## config.mk

```make
export PLATFORM = sky130hd
export DESIGN_NAME = byte_substring_search
export DESIGN_NICKNAME = d
export VERILOG_FILES = /design/src/hdl/bss_pkg.sv /design/src/hdl/bss_cell.sv /design/src/hdl/byte_substring_search.sv
export SDC_FILE = /design/constraint.sdc
export NUM_CORES = 1
export LEC_CHECK = 0
export BUFFER_PORTS_ARGS = -buffer_cell sky130_fd_sc_hd__buf_4
export CELL_PAD_IN_SITES_DETAIL_PLACEMENT = 2
export CELL_PAD_IN_SITES_GLOBAL_PLACEMENT = 2
export CORE_MARGIN = 5
export CORE_UTILIZATION = 44
export DETAILED_ROUTE_END_ITERATION = 7
export PLACE_DENSITY = 0.81
export SYNTH_ARGS = -nofsm -noshare
export SYNTH_HDL_FRONTEND = slang
export SYNTH_SLANG_ARGS = --single-unit
export TNS_END_PERCENT = 50
```

## constraint.sdc

```tcl
create_clock -name clk -period 4.1 [get_ports clk]
set_input_delay 0.82 -clock clk [delete_from_list [all_inputs] [get_ports clk]]
set_output_delay 0.82 -clock clk [all_outputs]
set_load 0.01 [all_outputs]
```

## src/hdl/bss_pkg.sv

```systemverilog
package bss_pkg;

  localparam int MAX_PATTERN_DEF = 32;
  localparam int COUNT_W         = 31;
  localparam int BYTE_W          = 8;
  localparam int OPCODE_W        = 2;
  localparam int IN_TDATA_W      = 16;
  localparam int OUT_TDATA_W     = 40;

  localparam logic [COUNT_W-1:0] COUNT_MAX = {COUNT_W{1'b1}};

  localparam logic [OPCODE_W-1:0] OP_CLEAR  = 2'd0;
  localparam logic [OPCODE_W-1:0] OP_APPEND = 2'd1;
  localparam logic [OPCODE_W-1:0] OP_FEED   = 2'd2;
  localparam logic [OPCODE_W-1:0] OP_FINISH = 2'd3;

  typedef struct packed {
    logic              feed;
    logic              restart;
    logic              append;
    logic [BYTE_W-1:0] data;
  } cell_ctrl_t;

endpackage

```

## src/hdl/bss_cell.sv

```systemverilog
module bss_cell #(
  parameter int IDX   = 0,
  parameter int LEN_W = 6
) (
  input  logic                clk,
  input  logic                rst_n,
  input  bss_pkg::cell_ctrl_t ctrl,
  input  logic [LEN_W-1:0]    len,
  input  logic                prev_match,
  output logic                match,
  output logic                hit
);

  logic [bss_pkg::BYTE_W-1:0] pat_r;
  logic                       match_r;
  logic                       match_nxt;
  logic                       active;
  logic                       last;

  assign active = LEN_W'(IDX) < len;
  assign last   = LEN_W'(IDX + 1) == len;

  always_comb begin
    match_nxt = match_r;
    if (ctrl.restart) begin
      match_nxt = 1'b0;
    end else if (ctrl.feed && active) begin
      match_nxt = prev_match && (pat_r == ctrl.data);
    end
  end

  always_ff @(posedge clk) begin
    if (!rst_n) begin
      match_r <= 1'b0;
    end else begin
      match_r <= match_nxt;
    end
  end

  always_ff @(posedge clk) begin
    if (ctrl.append && (len == LEN_W'(IDX))) begin
      pat_r <= ctrl.data;
    end
  end

  assign match = match_r;
  assign hit   = match_r & last;

endmodule

```

## src/hdl/byte_substring_search.sv

```systemverilog
// Channel  Direction  Handshake                 Payload
// in_      slave      in_tvalid / in_tready     tdata: opcode, data_byte
// out_     master     out_tvalid / out_tready   tdata: found, position, pattern_overflow
//
// One transaction per cycle on the input, every opcode; each pattern cell
// compares its byte with the haystack byte in the cycle it arrives.
// A finish gives its result in the cycle after acceptance, through the output register.
// The input stalls only while that register is full and out_tready is low.
// Reset (rst_n low, synchronous) empties the pattern and the output register.
module byte_substring_search #(
  parameter int MAX_PATTERN = bss_pkg::MAX_PATTERN_DEF
) (
  input  logic                             clk,
  input  logic                             rst_n,
  input  logic                             in_tvalid,
  output logic                             in_tready,
  input  logic [bss_pkg::IN_TDATA_W-1:0]   in_tdata,   // [1:0] opcode, [9:2] data_byte
  output logic                             out_tvalid,
  input  logic                             out_tready,
  output logic [bss_pkg::OUT_TDATA_W-1:0]  out_tdata   // [0] found, [31:1] position,
                                                       // [32] pattern_overflow
);

  localparam int LEN_W = $clog2(MAX_PATTERN + 1);

  logic [bss_pkg::OPCODE_W-1:0] opcode;
  logic [bss_pkg::BYTE_W-1:0]   data_byte;
  logic                         accept;
  bss_pkg::cell_ctrl_t          ctrl;

  logic [LEN_W-1:0]             len_r, len_nxt;
  logic                         ovf_r, ovf_nxt;
  logic [bss_pkg::COUNT_W-1:0]  cnt_r, cnt_nxt;
  logic [bss_pkg::COUNT_W-1:0]  cnt_prev_r;
  logic                         seen_r, seen_nxt;
  logic [bss_pkg::COUNT_W-1:0]  pos_r;
  logic [bss_pkg::COUNT_W-1:0]  hit_pos;
  logic                         is_finish;

  logic [MAX_PATTERN-1:0]       match_vec;
  logic [MAX_PATTERN-1:0]       hit_vec;
  logic                         hit;

  logic                         out_valid_r;
  logic                         out_found_r;
  logic [bss_pkg::COUNT_W-1:0]  out_pos_r;
  logic                         out_ovf_r;
  logic                         res_found;
  logic [bss_pkg::COUNT_W-1:0]  res_pos;

  assign opcode    = in_tdata[bss_pkg::OPCODE_W-1:0];
  assign data_byte = in_tdata[bss_pkg::OPCODE_W +: bss_pkg::BYTE_W];
  assign in_tready = !out_valid_r || out_tready;
  assign accept    = in_tvalid && in_tready;
  assign is_finish = accept && (opcode == bss_pkg::OP_FINISH);

  always_comb begin
    ctrl.feed    = 1'b0;
    ctrl.restart = 1'b0;
    ctrl.append  = 1'b0;
    ctrl.data    = data_byte;
    len_nxt      = len_r;
    ovf_nxt      = ovf_r;
    if (accept) begin
      unique case (opcode)
        bss_pkg::OP_CLEAR: begin
          ctrl.restart = 1'b1;
          len_nxt      = '0;
          ovf_nxt      = 1'b0;
        end
        bss_pkg::OP_APPEND: begin
          ctrl.restart = 1'b1;
          if (len_r < LEN_W'(MAX_PATTERN)) begin
            ctrl.append = 1'b1;
            len_nxt     = len_r + LEN_W'(1);
          end else begin
            ovf_nxt = 1'b1;
          end
        end
        bss_pkg::OP_FEED: begin
          ctrl.feed = 1'b1;
        end
        bss_pkg::OP_FINISH: begin
          ctrl.restart = 1'b1;
        end
        default: begin
          ctrl.restart = 1'b0;
        end
      endcase
    end
  end

  genvar j;
  generate
    for (j = 0; j < MAX_PATTERN; j++) begin : g_cell
      logic prev;
      if (j == 0) begin : g_head
        assign prev = 1'b1;
      end else begin : g_link
        assign prev = match_vec[j-1];
      end
      bss_cell #(
        .IDX   (j),
        .LEN_W (LEN_W)
      ) u_cell (
        .clk        (clk),
        .rst_n      (rst_n),
        .ctrl       (ctrl),
        .len        (len_r),
        .prev_match (prev),
        .match      (match_vec[j]),
        .hit        (hit_vec[j])
      );
    end
  endgenerate

  assign hit     = |hit_vec;
  assign hit_pos = cnt_prev_r - bss_pkg::COUNT_W'(len_r) + bss_pkg::COUNT_W'(1);

  always_comb begin
    cnt_nxt  = cnt_r;
    seen_nxt = seen_r;
    if (ctrl.restart) begin
      cnt_nxt  = '0;
      seen_nxt = 1'b0;
    end else begin
      if (ctrl.feed && (cnt_r != bss_pkg::COUNT_MAX)) begin
        cnt_nxt = cnt_r + bss_pkg::COUNT_W'(1);
      end
      if (hit) begin
        seen_nxt = 1'b1;
      end
    end
  end

  always_comb begin
    if (len_r == '0) begin
      res_found = 1'b1;
      res_pos   = '0;
    end else if (seen_r) begin
      res_found = 1'b1;
      res_pos   = pos_r;
    end else if (hit) begin
      res_found = 1'b1;
      res_pos   = hit_pos;
    end else begin
      res_found = 1'b0;
      res_pos   = '0;
    end
  end

  always_ff @(posedge clk) begin
    if (!rst_n) begin
      len_r       <= '0;
      ovf_r       <= 1'b0;
      cnt_r       <= '0;
      seen_r      <= 1'b0;
      out_valid_r <= 1'b0;
    end else begin
      len_r  <= len_nxt;
      ovf_r  <= ovf_nxt;
      cnt_r  <= cnt_nxt;
      seen_r <= seen_nxt;
      if (is_finish) begin
        out_valid_r <= 1'b1;
      end else if (out_tready) begin
        out_valid_r <= 1'b0;
      end
    end
  end

  always_ff @(posedge clk) begin
    if (ctrl.feed) begin
      cnt_prev_r <= cnt_r;
    end
    if (hit && !seen_r) begin
      pos_r <= hit_pos;
    end
    if (is_finish) begin
      out_found_r <= res_found;
      out_pos_r   <= res_pos;
      out_ovf_r   <= ovf_r;
    end
  end

  assign out_tvalid = out_valid_r;
  assign out_tdata  = {{(bss_pkg::OUT_TDATA_W - bss_pkg::COUNT_W - 2){1'b0}},
                       out_ovf_r, out_pos_r, out_found_r};

endmodule

```

==> out/results.txt <==
status: completed
Worst-Margin Slew: 0.863 ns
synthesized instance count: 1537
antenna violations before repair: 0
dominant synthesized flop cell: edfxtp_1
largest delay contributor family on the critical path: compound AO/OA/AOI/OAI gates
Max Clk Rate: 254 MHz
post-CTS resize count: 0
DRT iter0 DRCs: 815
CTS H-tree lvls: 2
hold path depth: 0
Total Power: 9.11 mW
number of synthesized flops with an enable pin: 351
setup violators final: 0
Synth top area share: 54.6%
Mapped Area: 0.0193 sq mm
Arr. time, crit path: 4.29 ns
Tot GR Track Use: 23.0%
core box area: 0.0433 sq mm
Worst Hold End: cnt_prev_r[17]
DRT Pass-1 Iters: 5
warnings from Yosys: 0
R2R Path Start: len_r[2]
Die Ht: 219 um
TritonCTS Sinks: 423
Max Cap Viol: 0
Starting Density: 44.6%
worst vdd ir: 0.000380 V
CP startpoint kind: flip-flop
crit end category: flip-flop
Register-to-Register Setup Slack: 0.16 ns
largest net degree at the start of global routing: 65
Clk pin slew, worst setup/hold paths: 0.06 ns
period utilization: 96.1%
I/O Buffers: 48
Die Area: 0.0482 sq mm
Via Count: 12673
vias in the first global route: 14662
R2R cell count: 12
most frequent cell after synthesis: edfxtp_1
Fin Clk Skew: 0.0196 ns
GRT Residual Overflow: 0
Fin. Hold Viols: 0
post-DP HPWL: 36200 um
hold buffers post-CTS: 0
post-CTS setup buffers: 0
gpl congestion: 0.845
CTS root buf: clkbuf_16
Critical path buffers and inverters: 2
worst-case clock buffer depth: 3
Final nets: 1687
largest stage delay on the critical path: 0.49 ns
critical path, cell by cell: clkinv_1 -> ha_1 -> inv_1 -> fa_1 -> nand2b_1 -> a21oi_1 -> o41ai_2 -> nand4_1 -> a31oi_1 -> o21ai_0 -> a21oi_1 -> o41ai_1
RSZ-0062 raised after global routing: false
most frequent cells after synthesis: edfxtp_1 (351), xor2_1 (217), nor2_1 (134), xnor2_1 (92), dfxtp_1 (72)
fraction of layout cells with a size suffix above 1: 10.9%
HP Start: cnt_r[17]
Ant. Diodes: 0
cell taking the most area after synthesis: edfxtp_1
post-synth cell types: 66
CTS tree: yes
wire per inst: 24.6 um
CP Class: reg2reg
Synth async-reset ratio: 0%
Lkg Pwr: 7.58 nW
Avg Cell Area, Syn: 12.6 sq um
min cycle time layout: 3.94 ns
CP max-delay cell: ha_1
Util after Layout: 50.8%
Fin Setup TNS: 0 ns
first-pass GRT wire length: 85900 um
top cells by area, synth: edfxtp_1 (55%), xor2_1 (9.8%), dfxtp_1 (7.5%)
P per Cell Area: 415 mW/mm^2
residual DRC count: 0
Vias/cell: 5.63
reg-to-reg endpoint: out_pos_r[25]
# rows: 76
Max Slew Vio Count: 0
worst path required time: 4.45 ns
post-route ant nets: 0
CP max FO: 7
drt total wl: 55200 um
worst hold path class: reg2reg
worst skew pair latency: 0.59 ns
IO Pins: 62
most used cell, CP: a21oi_1
synthesis-to-finish area growth: 13.7%
FF+latch count, synth: 423
Die X: 219 um
Seq/Total Area, Yosys: 62.0%
CTS buffer count: 48
Max-slew headroom: 41.9%
-- how the worst max path moves through the flow --
stage	cells past startpoint	endpoint	from
final	12	out_pos_r[25]	len_r[2]
after global routing	12	out_pos_r[25]	len_r[2]
after floorplan	10	g_cell[12].u_cell.match	out_tready
after detailed placement	12	out_pos_r[25]	len_r[2]
after global placement	12	out_pos_r[27]	len_r[2]
after CTS	12	out_pos_r[25]	len_r[2]
-- power breakdown --
part	leakage [nW]	internal [mW]	switching, mW
Clock	0.702	2.30	1.74
Combinational	3.08	0.130	0.283
Sequential	3.80	4.65	0.00529
Total	7.58	7.08	2.03
-- per-layer routing --
| metal | vias up | track usage (%) | part of all wire (%) |
|---|---|---|---|
| met5 | - | 0 | 0 |
| met4 | 0 | 8.46 | 3.7 |
| met3 | 134 | 3.13 | 3.8 |
| met2 | 323 | 43.2 | 53 |
| met1 | 6517 | 26.7 | 39 |
| li1 | 5699 | - | - |
-- cell type report --
cell class              instances  area [sq um]
clock inverters                18           115
multi-input cells            1001          6850
fillers                      4120         21300
flip-flops and latches        423         12000
clock buffers                  70          1330
well taps                     585           732
repair buffers                101           771
inverters                      51           191
-- sequential cells by signal (all words and copies together), names as in the netlist --
name and cells:
out_tvalid 1, cnt_r 31, len_r 6, ovf_r 1
pos_r 31, g_cell.u_cell.pat_r 256, out_found_r 1, seen_r 1
g_cell.u_cell.match 32, cnt_prev_r 31, out_pos_r 31, out_ovf_r 1
-- cell usage in the layout (no fill, tap or decap), types with 13 or more instances in the layout --
cell type / instances
edfxtp_1: 351
xor2_1: 217
nor2_1: 134
buf_4: 100
xnor2_1: 92
dfxtp_1: 72
a21oi_1: 71
nand2_1: 69
nand3_1: 64
nor4_1: 53
clkbuf_16: 49
o21ai_0: 48
inv_1: 47
ha_1: 40
nand4_1: 27
clkbuf_1: 19
nor3_1: 18
mux2i_1: 18
a22o_1: 16
and2_1: 13
a21o_1: 13
-- worst register-to-register path: stages, from the launching register on --
cell and delay, ns:
dfxtp_1 0.34, clkinv_1 0.36, ha_1 0.49, inv_1 0.08
fa_1 0.46, nand2b_1 0.18, a21oi_1 0.28, o41ai_2 0.18
nand4_1 0.19, a31oi_1 0.17, o21ai_0 0.34, a21oi_1 0.17
o41ai_1 0.47
-- through the flow --
stage                     cells  area (sq um)  worst slack (ns)  hold WS [ns]
after floorplan            1543         19300             0.734         0.409
after global placement     2161         20500             0.554         0.458
after detailed placement   2161         20500             0.338         0.465
after CTS                  2249         22000             0.138         0.479
after global routing       2249         22000            0.0307         0.509
final                      2249         22000             0.161         0.482
-- logic make-up (layout without fill, tap and decap cells) --
| kind of cell | after synthesis | count (layout) | share of synthesized area, % |
|---|---|---|---|
| fa+ha+maj | 41 | 41 | 2.70 |
| flops | 423 | 423 | 62.0 |
| xor+xnor | 309 | 309 | 14.0 |
| mux | 25 | 25 | 1.42 |
| compound gates | 207 | 207 | 6.86 |
| other cells | 1 | 7 | 0.0194 |
| buf+inv | 119 | 240 | 2.66 |
| simple gates | 412 | 412 | 10.3 |
Power figures use the tool's default switching activity.
